$ cat src/rtl/core/tbfw_pkg.sv
// ----------------------------------------------------------------------------
// tbfw_pkg
// Shared types, codes and buffer tables for the triple buffer frame writer.
// ----------------------------------------------------------------------------
package tbfw_pkg;

  localparam int unsigned ROW_LENGTH_DEF = 40;
  localparam int unsigned COL_W          = 6;
  localparam int unsigned PTR_W          = 8;
  localparam int unsigned BUF_W          = 2;

  localparam logic [7:0]       FRAME_END   = 8'hFF;
  localparam logic [PTR_W-1:0] ROW_FIRST   = 8'h08;
  localparam logic [BUF_W-1:0] NO_BUFFER   = 2'd3;
  localparam logic [BUF_W-1:0] LAST_BUFFER = 2'd2;

  // Register index, taken from paddr[2].
  localparam logic REG_BUF_EN = 1'b0;

  typedef enum logic {
    OP_BYTE = 1'b0,
    OP_SYNC = 1'b1
  } op_e;

  typedef enum logic {
    ACT_VRAM   = 1'b0,
    ACT_ORIGIN = 1'b1
  } act_e;

  typedef struct packed {
    logic             valid;
    act_e             action;
    logic [PTR_W-1:0] row_ptr;
    logic [PTR_W-1:0] col_ptr;
    logic [7:0]       value;
  } result_t;

  function automatic logic [PTR_W-1:0] row_base(input logic [BUF_W-1:0] buf_idx);
    row_base = (buf_idx == 2'd2) ? 8'h20 : 8'h00;
  endfunction

  function automatic logic [PTR_W-1:0] col_base(input logic [BUF_W-1:0] buf_idx);
    col_base = (buf_idx == 2'd1) ? 8'hC0 : 8'h80;
  endfunction

  function automatic logic [7:0] origin_value(input logic [BUF_W-1:0] buf_idx);
    unique case (buf_idx)
      2'd1:    origin_value = 8'h48;
      2'd2:    origin_value = 8'h28;
      default: origin_value = 8'h08;
    endcase
  endfunction

endpackage

$ cat src/rtl/core/triple_buffer_frame_writer.sv
// ----------------------------------------------------------------------------
// triple_buffer_frame_writer
// Turns received bytes and sync samples into video controller writes.
// ----------------------------------------------------------------------------
// One item is taken per clock cycle unless the input side stalls: the cursor
// and buffer state update in the cycle of the transfer and the result lands
// in a single output register in the cycle after. The input side stalls only
// while that register holds a result the sink has not taken. Ordinary bytes
// give video memory writes, a 0xFF byte closes the frame and gives nothing,
// and a falling sync edge with a buffer ready gives one display origin write.
module triple_buffer_frame_writer import tbfw_pkg::*; #(
  parameter int unsigned RowLength = ROW_LENGTH_DEF
) (
  input  logic        clk_i,
  input  logic        rst_ni,
  input  logic        s_axis_tvalid,
  output logic        s_axis_tready,
  // [7:0] byte_value, [8] vsync_level, [15:9] zero
  input  logic [15:0] s_axis_tdata,
  // [0] operation
  input  logic        s_axis_tuser,
  output logic        m_axis_tvalid,
  input  logic        m_axis_tready,
  // [7:0] row_pointer, [15:8] column_pointer, [23:16] write_value
  output logic [23:0] m_axis_tdata,
  // [0] action
  output logic        m_axis_tuser,
  input  logic        psel,
  input  logic        penable,
  input  logic        pwrite,
  input  logic [2:0]  paddr,
  input  logic [31:0] pwdata,
  output logic [31:0] prdata,
  output logic        pready
);

  logic    buf_en_q;
  logic    cfg_wr;
  logic    s_xfer;
  result_t res;
  logic    out_valid_q;
  result_t out_q;

  assign pready = 1'b1;
  assign cfg_wr = psel && penable && pwrite && pready && (paddr[2] == REG_BUF_EN);
  assign prdata = (paddr[2] == REG_BUF_EN) ? {31'd0, buf_en_q} : 32'd0;

  always_ff @(posedge clk_i or negedge rst_ni) begin
    if (!rst_ni) begin
      buf_en_q <= 1'b1;
    end else if (cfg_wr) begin
      buf_en_q <= pwdata[0];
    end
  end

  assign s_axis_tready = !out_valid_q || m_axis_tready;
  assign s_xfer        = s_axis_tvalid && s_axis_tready;

  tbfw_core #(
    .RowLength(RowLength)
  ) u_core (
    .clk_i   (clk_i),
    .rst_ni  (rst_ni),
    .accept_i(s_xfer),
    .op_i    (op_e'(s_axis_tuser)),
    .byte_i  (s_axis_tdata[7:0]),
    .sync_i  (s_axis_tdata[8]),
    .buf_en_i(buf_en_q),
    .result_o(res)
  );

  always_ff @(posedge clk_i or negedge rst_ni) begin
    if (!rst_ni) begin
      out_valid_q <= 1'b0;
    end else if (s_axis_tready) begin
      out_valid_q <= s_xfer && res.valid;
    end
  end

  always_ff @(posedge clk_i) begin
    if (s_xfer) begin
      out_q <= res;
    end
  end

  assign m_axis_tvalid = out_valid_q;
  assign m_axis_tuser  = out_q.action;
  assign m_axis_tdata  = {out_q.value, out_q.col_ptr, out_q.row_ptr};

  // A frame end byte never leaves a result behind.
  a_frame_end_silent: assert property (@(posedge clk_i) disable iff (!rst_ni)
    (s_xfer && s_axis_tuser == OP_BYTE && s_axis_tdata[7:0] == FRAME_END)
      |=> !m_axis_tvalid)
    else $error("frame end byte produced a result");

  a_origin_ptrs_zero: assert property (@(posedge clk_i) disable iff (!rst_ni)
    (m_axis_tvalid && m_axis_tuser == ACT_ORIGIN) |-> (m_axis_tdata[15:0] == 16'd0))
    else $error("display origin result carries nonzero pointers");

  a_origin_value: assert property (@(posedge clk_i) disable iff (!rst_ni)
    (m_axis_tvalid && m_axis_tuser == ACT_ORIGIN) |->
      (m_axis_tdata[23:16] == 8'h08 || m_axis_tdata[23:16] == 8'h48 ||
       m_axis_tdata[23:16] == 8'h28))
    else $error("display origin value outside the buffer table");

  a_vram_column: assert property (@(posedge clk_i) disable iff (!rst_ni)
    (m_axis_tvalid && m_axis_tuser == ACT_VRAM) |->
      (m_axis_tdata[15] && m_axis_tdata[13:8] <= COL_W'(RowLength - 1)))
    else $error("video memory write column out of range");

endmodule

$ cat src/rtl/core/tbfw_core.sv
// ----------------------------------------------------------------------------
// tbfw_core
// Buffer rotation, cursor and sync edge state; forms the result of one item.
// ----------------------------------------------------------------------------
module tbfw_core import tbfw_pkg::*; #(
  parameter int unsigned RowLength = ROW_LENGTH_DEF
) (
  input  logic       clk_i,
  input  logic       rst_ni,
  input  logic       accept_i,
  input  op_e        op_i,
  input  logic [7:0] byte_i,
  input  logic       sync_i,
  input  logic       buf_en_i,
  output result_t    result_o
);

  logic [BUF_W-1:0] in_buf_q, in_buf_d;
  logic [BUF_W-1:0] rdy_buf_q, rdy_buf_d;
  logic [COL_W-1:0] col_q, col_d;
  logic [PTR_W-1:0] row_q, row_d;
  logic             prev_sync_q, prev_sync_d;

  logic             sync_fall;
  logic             row_end;

  assign sync_fall = prev_sync_q && !sync_i && (rdy_buf_q != NO_BUFFER);
  assign row_end   = (col_q >= COL_W'(RowLength - 1));

  always_comb begin
    in_buf_d    = in_buf_q;
    rdy_buf_d   = rdy_buf_q;
    col_d       = col_q;
    row_d       = row_q;
    prev_sync_d = prev_sync_q;
    result_o    = '0;

    if (op_i == OP_SYNC) begin
      prev_sync_d = sync_i;
      if (sync_fall) begin
        result_o.valid  = 1'b1;
        result_o.action = ACT_ORIGIN;
        result_o.value  = origin_value(rdy_buf_q);
        rdy_buf_d       = NO_BUFFER;
      end
    end else if (byte_i == FRAME_END) begin
      rdy_buf_d = in_buf_q;
      if (buf_en_i) begin
        in_buf_d = (in_buf_q >= LAST_BUFFER) ? '0 : in_buf_q + 2'd1;
      end
      col_d = '0;
      row_d = '0;
    end else begin
      result_o.valid   = 1'b1;
      result_o.action  = ACT_VRAM;
      result_o.row_ptr = row_base(in_buf_q) | row_q;
      result_o.col_ptr = col_base(in_buf_q) | PTR_W'(col_q);
      result_o.value   = byte_i;
      if (row_end) begin
        col_d = '0;
        // The first row is 0; the next rows continue from 8.
        row_d = (row_q == '0) ? ROW_FIRST : row_q + 8'd1;
      end else begin
        col_d = col_q + 6'd1;
      end
    end
  end

  always_ff @(posedge clk_i or negedge rst_ni) begin
    if (!rst_ni) begin
      in_buf_q    <= '0;
      rdy_buf_q   <= NO_BUFFER;
      col_q       <= '0;
      row_q       <= '0;
      prev_sync_q <= 1'b0;
    end else if (accept_i) begin
      in_buf_q    <= in_buf_d;
      rdy_buf_q   <= rdy_buf_d;
      col_q       <= col_d;
      row_q       <= row_d;
      prev_sync_q <= prev_sync_d;
    end
  end

endmodule

$ cat config.mk
export PLATFORM = sky130hd
export DESIGN_NAME = triple_buffer_frame_writer
export DESIGN_NICKNAME = d
export VERILOG_FILES = /design/src/rtl/core/tbfw_pkg.sv /design/src/rtl/core/triple_buffer_frame_writer.sv /design/src/rtl/core/tbfw_core.sv
export SDC_FILE = /design/constraint.sdc
export NUM_CORES = 1
export LEC_CHECK = 0
export BUFFER_PORTS_ARGS = -buffer_cell sky130_fd_sc_hd__buf_2
export CAP_MARGIN = 20
export CORE_ASPECT_RATIO = 0.7
export CORE_UTILIZATION = 51
export CTS_BUF_LIST = sky130_fd_sc_hd__clkbuf_2 sky130_fd_sc_hd__clkbuf_4 sky130_fd_sc_hd__clkbuf_8
export CTS_CLUSTER_DIAMETER = 200
export DETAILED_ROUTE_END_ITERATION = 10
export HOLD_SLACK_MARGIN = 0.08
export PLACE_DENSITY_LB_ADDON = 0.12
export SETUP_SLACK_MARGIN = 0.05
export SLEW_MARGIN = 20
export SYNTH_ARGS = -nofsm -noshare
export SYNTH_HDL_FRONTEND = slang
export SYNTH_SLANG_ARGS = --single-unit
export TNS_END_PERCENT = 100
$ cat constraint.sdc
create_clock -name clk_i -period 3.5 [get_ports clk_i]
set_clock_uncertainty 0.1 [all_clocks]
set_input_delay 0.175 -clock clk_i [delete_from_list [all_inputs] [get_ports clk_i]]
set_output_delay 0.175 -clock clk_i [all_outputs]
set_load 0.05 [all_outputs]
== Word-level counts from Yosys, hierarchy flattened ==
Cells that the tools add are included.

* Flip-flop bits (word level): 46
* Bits in latches: 0
* RAM bits: 0
* Memory bits (read-only): 0
* Bits of input ports: 59
* Output and inout port bits: 60
* Memories: 0

* Add/subtract/negate cells: 3
* $mul: 0
* Div/mod/pow operators: 0
* Order comparisons: 2
* Eq/ne operators: 7
* Shift operators: 0
* Multiplexer cells: 18
* Bitwise gates (word level): 4
* Reduce and logical (&&, ||, !) cells: 19

{| class="wikitable"
|+ Operators by type and width
! operator !! number
|-
| $mux 8 || 5
|-
| $mux 26 || 1
|-
| $mux 6 || 3
|-
| $pmux 7 s2 || 1
|-
| $mux 2 || 6
|-
| $add 8x1->8 const B || 1
|-
| $eq 8x8->1 const B || 1
|-
| $logic_not 8->1 || 1
|-
| $or 8x6->8 || 1
|-
| $or 8x8->8 || 1
|-
| $logic_and 1x1->1 || 7
|-
| $mux 7 || 1
|-
| $add 6x1->6 const B || 1
|-
| $ge 6x6->1 const B || 1
|-
| $reduce_and 3->1 || 2
|-
| $eq 2x1->1 const B || 2
|-
| $eq 2x2->1 const B || 2
|-
| $reduce_and 2->1 || 2
|-
| $reduce_and 4->1 || 1
|-
| $reduce_bool 2->1 || 2
|-
| $add 2x1->2 const B || 1
|-
| $ge 2x2->1 const B || 1
|-
| $logic_not 1->1 || 2
|-
| $ne 2x1->1 const B || 1
|-
| 5 further kinds || 6
|}

== Logic depth before layout (Yosys ltp) ==
Gate-level depths: netlist of the first run.

* Depth after elaboration: 6
* Gate-level depth with buffers: 6
* Gate-level depth less buffers: 6

== Hierarchy ==
Synthesis of the first run repeated with hierarchy kept, for this count alone.

* Cell total of the unflattened synthesis: 210
* Area total of the unflattened synthesis: 2,361.0 um2

{| class="wikitable"
|+ By module, submodules not included
! module !! times used !! cells each !! area an instance (um2)
|-
| tbfw_core || 1 || 142 || 1,262.5
|-
| triple_buffer_frame_writer || 1 || 68 || 1,098.6
|}

== Least setup slack after synthesis of the first run ==
OpenSTA, ideal clock, no wires.

* Kind: flip-flop to flip-flop
* Start point: reg out_valid_q (netlist: m_axis_tvalid)
* End point: reg u_core.prev_sync_q
* Setup time: 0.125 ns
* Arrival time: 2.269 ns
* Data required time: 3.275 ns
* Slack: 1.006 ns
* Stages on the path, launching flop included: 5
* Buffers on the path: 0
* Clock period less this slack: 2.494 ns
* Cells stage by stage: dfrtp_1 > nand2b_1 > and2_1 > nand2_1 > mux2_2

* Word-level cells in the longest chain between the ends: 4

{| class="wikitable"
|+ Ends and longest elaborated chain
! element !! line !! RTL
|-
| from (decl) || triple_buffer_frame_writer.sv:41 || <nowiki>logic out_valid_q;</nowiki>
|-
| from (signal assigned) || triple_buffer_frame_writer.sv:76 || <nowiki>out_valid_q <= s_xfer && res.valid;</nowiki>
|-
| $logic_not 1->1 || triple_buffer_frame_writer.sv:56 || <nowiki>assign s_axis_tready = !out_valid_q || m_axis_tready;</nowiki>
|-
| $logic_or 1x1->1 || triple_buffer_frame_writer.sv:56 ||
|-
| named net s_axis_tready || triple_buffer_frame_writer.sv:17 || <nowiki>output logic s_axis_tready,</nowiki>
|-
| $logic_and 1x1->1 || triple_buffer_frame_writer.sv:57 || <nowiki>assign s_xfer = s_axis_tvalid && s_axis_tready;</nowiki>
|-
| named net s_xfer || triple_buffer_frame_writer.sv:39 || <nowiki>logic s_xfer;</nowiki>
|-
| $reduce_and 2->1 (no source line) || -- ||
|-
| to (signal assigned) || tbfw_core.sv:81 || <nowiki>prev_sync_q <= prev_sync_d;</nowiki>
|-
| to (decl) || tbfw_core.sv:22 || <nowiki>logic prev_sync_q, prev_sync_d;</nowiki>
|}

The timed path passes the listed nets, and every way through them passes these cells.
A chain may end at the register's enable or synchronous reset.

== Worst setup path in the final report of the first run ==
* Start point: reg u_core.row_q[0]
* End point: reg u_core.row_q[5]

* Word-level cells in the longest chain between the ends: 4
* Elaborated cells between the ends (all ways): 5
* Those cells by class: 1 x add/sub; 3 x mux; 1 x reduce/logical

{| class="wikitable"
|+ Ends and longest elaborated chain
! element !! line !! RTL
|-
| from (decl) || tbfw_core.sv:21 || <nowiki>logic [PTR_W-1:0] row_q, row_d;</nowiki>
|-
| from (signal assigned) || tbfw_core.sv:80 || <nowiki>row_q <= row_d;</nowiki>
|-
| $add 8x1->8 / $logic_not 8->1 (equally long branches) || tbfw_core.sv:62 || <nowiki>row_d = (row_q == '0) ? ROW_FIRST : row_q + 8'd1;</nowiki>
|-
| $mux 8 * || tbfw_core.sv:62 ||
|-
| $mux 8 * || tbfw_core.sv:59 || <nowiki>if (row_end) begin</nowiki>
|-
| $mux 8 * || tbfw_core.sv:46 || <nowiki>end else if (byte_i == FRAME_END) begin</nowiki>
|}

Every way passes the cells marked *; elsewhere a longest branch is shown, timed or not. The select of a mux whose other input is x is not followed.

==> flow_summary.json, run 1 <==
{
  "status": "finished, final reports clean",
  "period_share": 0.6321,
  "synth_compound_area_frac": 0.09979,
  "yosysTopAreaCellShare": 0.3151,
  "cts_tree": "built",
  "synth_mux_area_frac": 0.02731,
  "die_h_um": 59.18,
  "peakVddDrop_mv": 0.2860,
  "grt_pass1_wl_um": 7093,
  "finalSetupViolCount": 0,
  "place.gp.congestion": 0.7606,
  "synth-xor-area-share": 0,
  "htree_levels": 2,
  "ios": 119,
  "firstDrtPassIters": 4,
  "crit_path_max_incr_delay_ps": 490,
  "yosysWarnings": 0,
  "synth_flop_cell": "edfxtp_1",
  "rows": 20,
  "path_cells": "inv_1, ha_1, or4b_4, nor4_4, nor2_1, a32o_1",
  "whs_path_depth": 3,
  "vias_per_cell": 5.132,
  "antenna_found_initial": 0,
  "drive_gt1_frac": 0.2556,
  "overflow": 0,
  "crit_fanout": 7,
  "timing.hold.ws_ps": 129.8,
  "synth_top_family_by_area": "simple AND/OR/NAND/NOR gates",
  "synth_seq_cells": 46,
  "n_fill_cell": 366,
  "vias": 1668,
  "leakage_nw": 1.232,
  "power_density_mw_per_mm2": 608.0,
  "post_cts_resized": 0,
  "synth_top_area_cell": "edfxtp_1",
  "synth-seq-area-share": 0.5373,
  "critPathLaunchType": "flip-flop",
  "numCtsBuffers": 5,
  "avgRoutedWirePerCell_um": 13.49,
  "dp_cells": 305,
  "initial_core_util": 0.5409,
  "setup_ws_ps": 1288,
  "clock_tree.buffer_depth": 2,
  "cts-root-buf": "clkbuf_8",
  "synth_fa_ha_area_frac": 0.01576,
  "slew_violations": 0,
  "clk_latency_ps": 290,
  "power_mw": 1.665,
  "instances_no_fill": 325,
  "hold_path_class": "in2reg",
  "path_class": "reg2reg",
  "drt_iter0_markers": 71,
  "hold_viol": 0,
  "end_kind": "flip-flop",
  "crit_slowest_cell": "or4b_4",
  "nets": 331,
  "r2r_cells": 6,
  "antenna_left": 0,
  "syn2layout_area_growth_pct": 14.97,
  "syn_inst": 212,
  "fmax_ghz": 0.4520,
  "track_usage": 0.1858,
  "finalInstanceArea_mm2": 0.002739,
  "grt_start_max_net_pins": 22,
  "preCtsSetupSlack_ps": 1343,
  "fin_setup_tns_ps": 0,
  "wl_um": 4384,
  "synthTopCellsByArea": "edfxtp_1, dfrtp_1, buf_4",
  "multi_input_area_um2": 908.4,
  "portBuffers": 46,
  "avgSynthCellArea_um2": 11.24,
  "synth_edf_count": 25,
  "grt_pass1_vias": 1449,
  "drc": 0,
  "post_cts_buffers": 0,
  "worstMarginPinSlew_ps": 709.9,
  "drv_cap": 0,
  "ff_latch_area_mm2": 0.001280,
  "synth.cell_area_mm2": 0.002382,
  "period_needed_ps": 2212,
  "place_area_mm2": 0.002529,
  "cp.arrival_ps": 2300,
  "cts_num_sinks": 46,
  "dp_hpwl_um": 3009,
  "required_ps": 3590,
  "coreArea_mm2": 0.004404,
  "maxSlewHeadroom": 0.5267,
  "post-route-util": 0.6219,
  "synth_simple_gate_area_share": 0.1880,
  "synthArstFlopShare": 0.4565,
  "insertedDiodeCount": 0,
  "die_area_mm2": 0.004953,
  "synth.distinct_cells": 49,
  "clk_pin_slew_ps": 90,
  "rsz0062_at_grt": "no",
  "die_w_um": 83.69
}
## path summary, 6_finish.rpt
kind / from / endpoint / slack (ps)
min: pwrite / buf_en_q / 130
max: u_core.row_q[0] / u_core.row_q[5] / 1290
max reg2reg: u_core.row_q[0] / u_core.row_q[5] / 1290
min in group asynchronous: rst_ni / u_core.row_q[2] / 260
max in group asynchronous: rst_ni / u_core.rdy_buf_q[0] / 2680
min reg2reg: u_core.prev_sync_q / u_core.prev_sync_q / 430
## cell usage after synthesis, types with 2 or more instances
cell type / n
mux2_2: 2
conb_1: 2
o21ai_0: 4
dfstp_2: 3
inv_1: 7
nor2b_1: 2
buf_2: 2
nand3_1: 4
o311ai_1: 3
a21oi_1: 5
o21ai_1: 3
a32o_1: 3
o22ai_1: 2
nand2b_1: 4
ha_1: 3
buf_4: 34
and3_1: 3
clkbuf_1: 4
nor3_1: 9
edfxtp_1: 25
dfrtp_1: 18
mux2i_1: 2
o2bb2ai_1: 3
nand2_1: 11
and2_1: 18
mux2_1: 2
nand4_1: 4
nand3b_1: 2
nor2_1: 8
## layout make-up
class                           instances  share of cell area
Multi-Input combinational cell        149              0.3317
Inverter                                7            0.009593
Clock buffer                            6             0.02787
Tap cell                               55             0.02513
Timing Repair Buffer                   60              0.1334
Sequential cell                        46              0.4673
Clock inverter                          2            0.005025
## cell families after synthesis
family | Yosys count
fa+ha+maj | 3
buf+inv | 47
compound gates | 33
mux | 6
simple gates | 75
flops | 46
other cells | 2
## sequential cells by signal, indices dropped and copies added, names as in the netlist
signal              cells
u_core.col_q            6
m_axis_tuser            1
m_axis_tvalid           1
m_axis_tdata           24
u_core.prev_sync_q      1
u_core.row_q            8
buf_en_q                1
u_core.rdy_buf_q        2
u_core.in_buf_q         2
## critical path: cells and delay by family, from the launching register on
| kind | cells | cell delay (ps) |
|---|---|---|
| adder cells (fa/ha/maj) | 1 | 160 |
| buffers and inverters | 1 | 120 |
| AND/OR/NAND/NOR | 3 | 1020 |
| flip-flops | 1 | 420 |
| AO/OA/AOI/OAI | 1 | 290 |
## report_power, final
part           internal (mW)  switching (mW)
registers              0.701           0.101
clock network          0.149           0.180
logic                  0.165           0.369
## metal layers
| metal | vias up | GRT usage | wire [µm] |
|---|---|---|---|
| li1 | 811 | - | - |
| met1 | 797 | 0.2655 | 2186 |
| met2 | 56 | 0.2834 | 1896 |
| met3 | 4 | 0.04596 | 274 |
| met4 | 0 | 0.05811 | 27 |
| met5 | - | 0 | 0 |
## cells in the final DEF, fill, tap and decap left out, types with 4 or more instances in the layout
cell type | netlist | layout
clkbuf_8 | 0 | 5
edfxtp_1 | 25 | 25
dlygate4sd3_1 | 0 | 12
conb_1 | 2 | 32
and2_1 | 18 | 18
nand3_1 | 4 | 4
nand2b_1 | 4 | 4
a21oi_1 | 5 | 5
nand4_1 | 4 | 4
nand2_1 | 11 | 11
buf_2 | 2 | 46
o21ai_0 | 4 | 4
inv_1 | 7 | 7
nor2_1 | 8 | 8
dfrtp_1 | 18 | 18
nor3_1 | 9 | 9
## timing repair
| item | CTS | global route |
|---|---|---|
| hold buffers | 12 | 0 |
| endpoints found under the hold margin | 29 | 0 |
| setup endpoints to repair | 0 | 0 |
(Power assumes the default switching activity.)
==> run 2: changes to the inputs <==
--- a/config.mk
+++ b/config.mk
@@ -8,7 +8,7 @@
 export BUFFER_PORTS_ARGS = -buffer_cell sky130_fd_sc_hd__buf_2
 export CAP_MARGIN = 20
 export CORE_ASPECT_RATIO = 0.7
-export CORE_UTILIZATION = 51
+export CORE_UTILIZATION = 47
 export CTS_BUF_LIST = sky130_fd_sc_hd__clkbuf_2 sky130_fd_sc_hd__clkbuf_4 sky130_fd_sc_hd__clkbuf_8
 export CTS_CLUSTER_DIAMETER = 200
 export DETAILED_ROUTE_END_ITERATION = 10
==> constraint.sdc (replaced) <==
create_clock -name clk_i -period 2.2 [get_ports clk_i]
set_clock_uncertainty 0.1 [all_clocks]
set_input_delay 0.11 -clock clk_i [delete_from_list [all_inputs] [get_ports clk_i]]
set_output_delay 0.11 -clock clk_i [all_outputs]
set_load 0.05 [all_outputs]
==> flow_summary.json, run 2 (synthesis gave the netlist of run 1 again) <==
{
  "use_met1": 0.2723,
  "multi_input_area_um2": 950.9,
  "grt_start_max_net_pins": 22,
  "path_class": "reg2reg",
  "peakVddDrop_mv": 0.4276,
  "grt_pass1_vias": 1474,
  "regMostFlops": "m_axis_tdata",
  "hold_viol": 0,
  "end_kind": "flip-flop",
  "initial_core_util": 0.4928,
  "insertedDiodeCount": 0,
  "nets": 346,
  "pwr-share-seq": 0.434,
  "syn2layout_area_growth_pct": 23.42,
  "swShare": 0.3729,
  "n_fill_cell": 454,
  "drv_cap": 0,
  "fin_setup_tns_ps": 0,
  "ios": 119,
  "critPathLaunchType": "flip-flop",
  "worstMarginPinSlew_ps": 557.6,
  "instances_no_fill": 354,
  "layout_common_cells": "buf_2, conb_1, edfxtp_1",
  "antenna_left": 0,
  "antenna_found_initial": 0,
  "firstDrtPassIters": 4,
  "numCtsBuffers": 5,
  "preCtsSetupSlack_ps": 100.1,
  "drt_iter0_markers": 53,
  "overflow": 0,
  "hold_path_class": "in2reg",
  "grt.busiest_layer": "met2",
  "maxSlewHeadroom": 0.6283,
  "clk_pin_slew_ps": 90,
  "reg.largest.list": "m_axis_tdata: 24 flops, u_core.row_q: 8 flops, u_core.col_q: 6 flops",
  "fmax_ghz": 0.4672,
  "wl_um": 4859,
  "die_h_um": 61.57,
  "cts-root-buf": "clkbuf_8",
  "final_common_cell": "buf_2",
  "finalSetupViolCount": 0,
  "power_frac_comb": 0.346,
  "vias_per_cell": 4.859,
  "place.gp.congestion": 0.7756,
  "rows": 21,
  "p_clk_frac": 0.220,
  "cts_num_sinks": 46,
  "die_w_um": 87.10,
  "cts_tree": "built",
  "coreArea_mm2": 0.004835,
  "finalInstanceArea_mm2": 0.002940,
  "place_area_mm2": 0.002625,
  "p_sw_mw": 1.083,
  "period_share": 0.9730,
  "dp_cells": 329,
  "grt_use_met2": 0.2857,
  "post-route-util": 0.6082,
  "power_density_mw_per_mm2": 987.4,
  "clock_tree.buffer_depth": 2,
  "dp_hpwl_um": 3379,
  "setup_ws_ps": 59.51,
  "ff_latch_area_mm2": 0.001280,
  "use_met3": 0.04692,
  "status": "finished, final reports clean",
  "intPower_mw": 1.821,
  "htree_levels": 2,
  "drc": 0,
  "clk_latency_ps": 300,
  "period_needed_ps": 2140,
  "slew_violations": 0,
  "cp.arrival_ps": 2230,
  "portBuffers": 46,
  "required_ps": 2290,
  "avgRoutedWirePerCell_um": 13.73,
  "track_usage": 0.1898,
  "vias": 1720,
  "grt_pass1_wl_um": 7424,
  "largest_reg_flops": 24,
  "crit_fanout": 4,
  "die_area_mm2": 0.005362,
  "leakage_nw": 1.312,
  "drive_gt1_frac": 0.3158
}
run 2: power groups by stage:
stage	combinational (mW)	sequential, mW	clock, mW
final	1.00	1.26	0.639
after global routing	1.11	1.28	0.678
after CTS	0.956	1.26	0.648
after detailed placement	0.926	1.28	0
after global placement	0.914	1.27	0
after floorplan	0.547	1.43	0
run 2: path summary, 6_finish.rpt:
kind                                    start             endpoint  slack (ps)  cells after the start
setup / recovery              u_core.row_q[1]      u_core.row_q[7]          60                      7
hold / removal                   s_axis_tuser   u_core.prev_sync_q         150                      3
setup reg to reg              u_core.row_q[1]      u_core.row_q[7]          60                      7
hold reg to reg            u_core.prev_sync_q   u_core.prev_sync_q         430                      1
max in group asynchronous              rst_ni  u_core.rdy_buf_q[0]        1450                      2
min in group asynchronous              rst_ni      u_core.col_q[5]         200                      2
run 2: area by class of cell:
cell class | instances | area share
Tap cell | 69 | 0.02936
Clock inverter | 2 | 0.01277
Sequential cell | 46 | 0.4353
Timing Repair Buffer | 75 | 0.1643
Multi-Input combinational cell | 149 | 0.3234
Inverter | 7 | 0.008936
Clock buffer | 6 | 0.02596
run 2: timing repair:
item / CTS / global route
hold buffers: 14 / 0
endpoints found under the hold margin: 32 / 0
buffers inserted: 0 / 3
resized for setup: 0 / 8
endpoints found under the setup margin: 0 / 5
run 2: per-stage QoR:
| step | total power [mW] | hold WS (ps) |
|---|---|---|
| final | 2.903 | 147.5 |
| after global routing | 3.073 | 171.6 |
| after CTS | 2.860 | 150.9 |
| after detailed placement | 2.202 | 2.844 |
| after global placement | 2.183 | 2.350 |
| after floorplan | 1.975 | -285.6 |
run 2: metal layers:
layer  vias to the layer above  part of all wire
met5                         -                 0
met4                         0             0.011
met3                         7             0.056
met2                        54              0.44
met1                       817              0.49
li1                        842                 -
run 2: worst max-delay path, cell delays in order (launching register included):
cell and delay, ps:
dfrtp_1 420, inv_2 100, ha_4 130, or4b_4 470
nor4_4 260, buf_4 200, o311ai_2 110, a32o_1 240
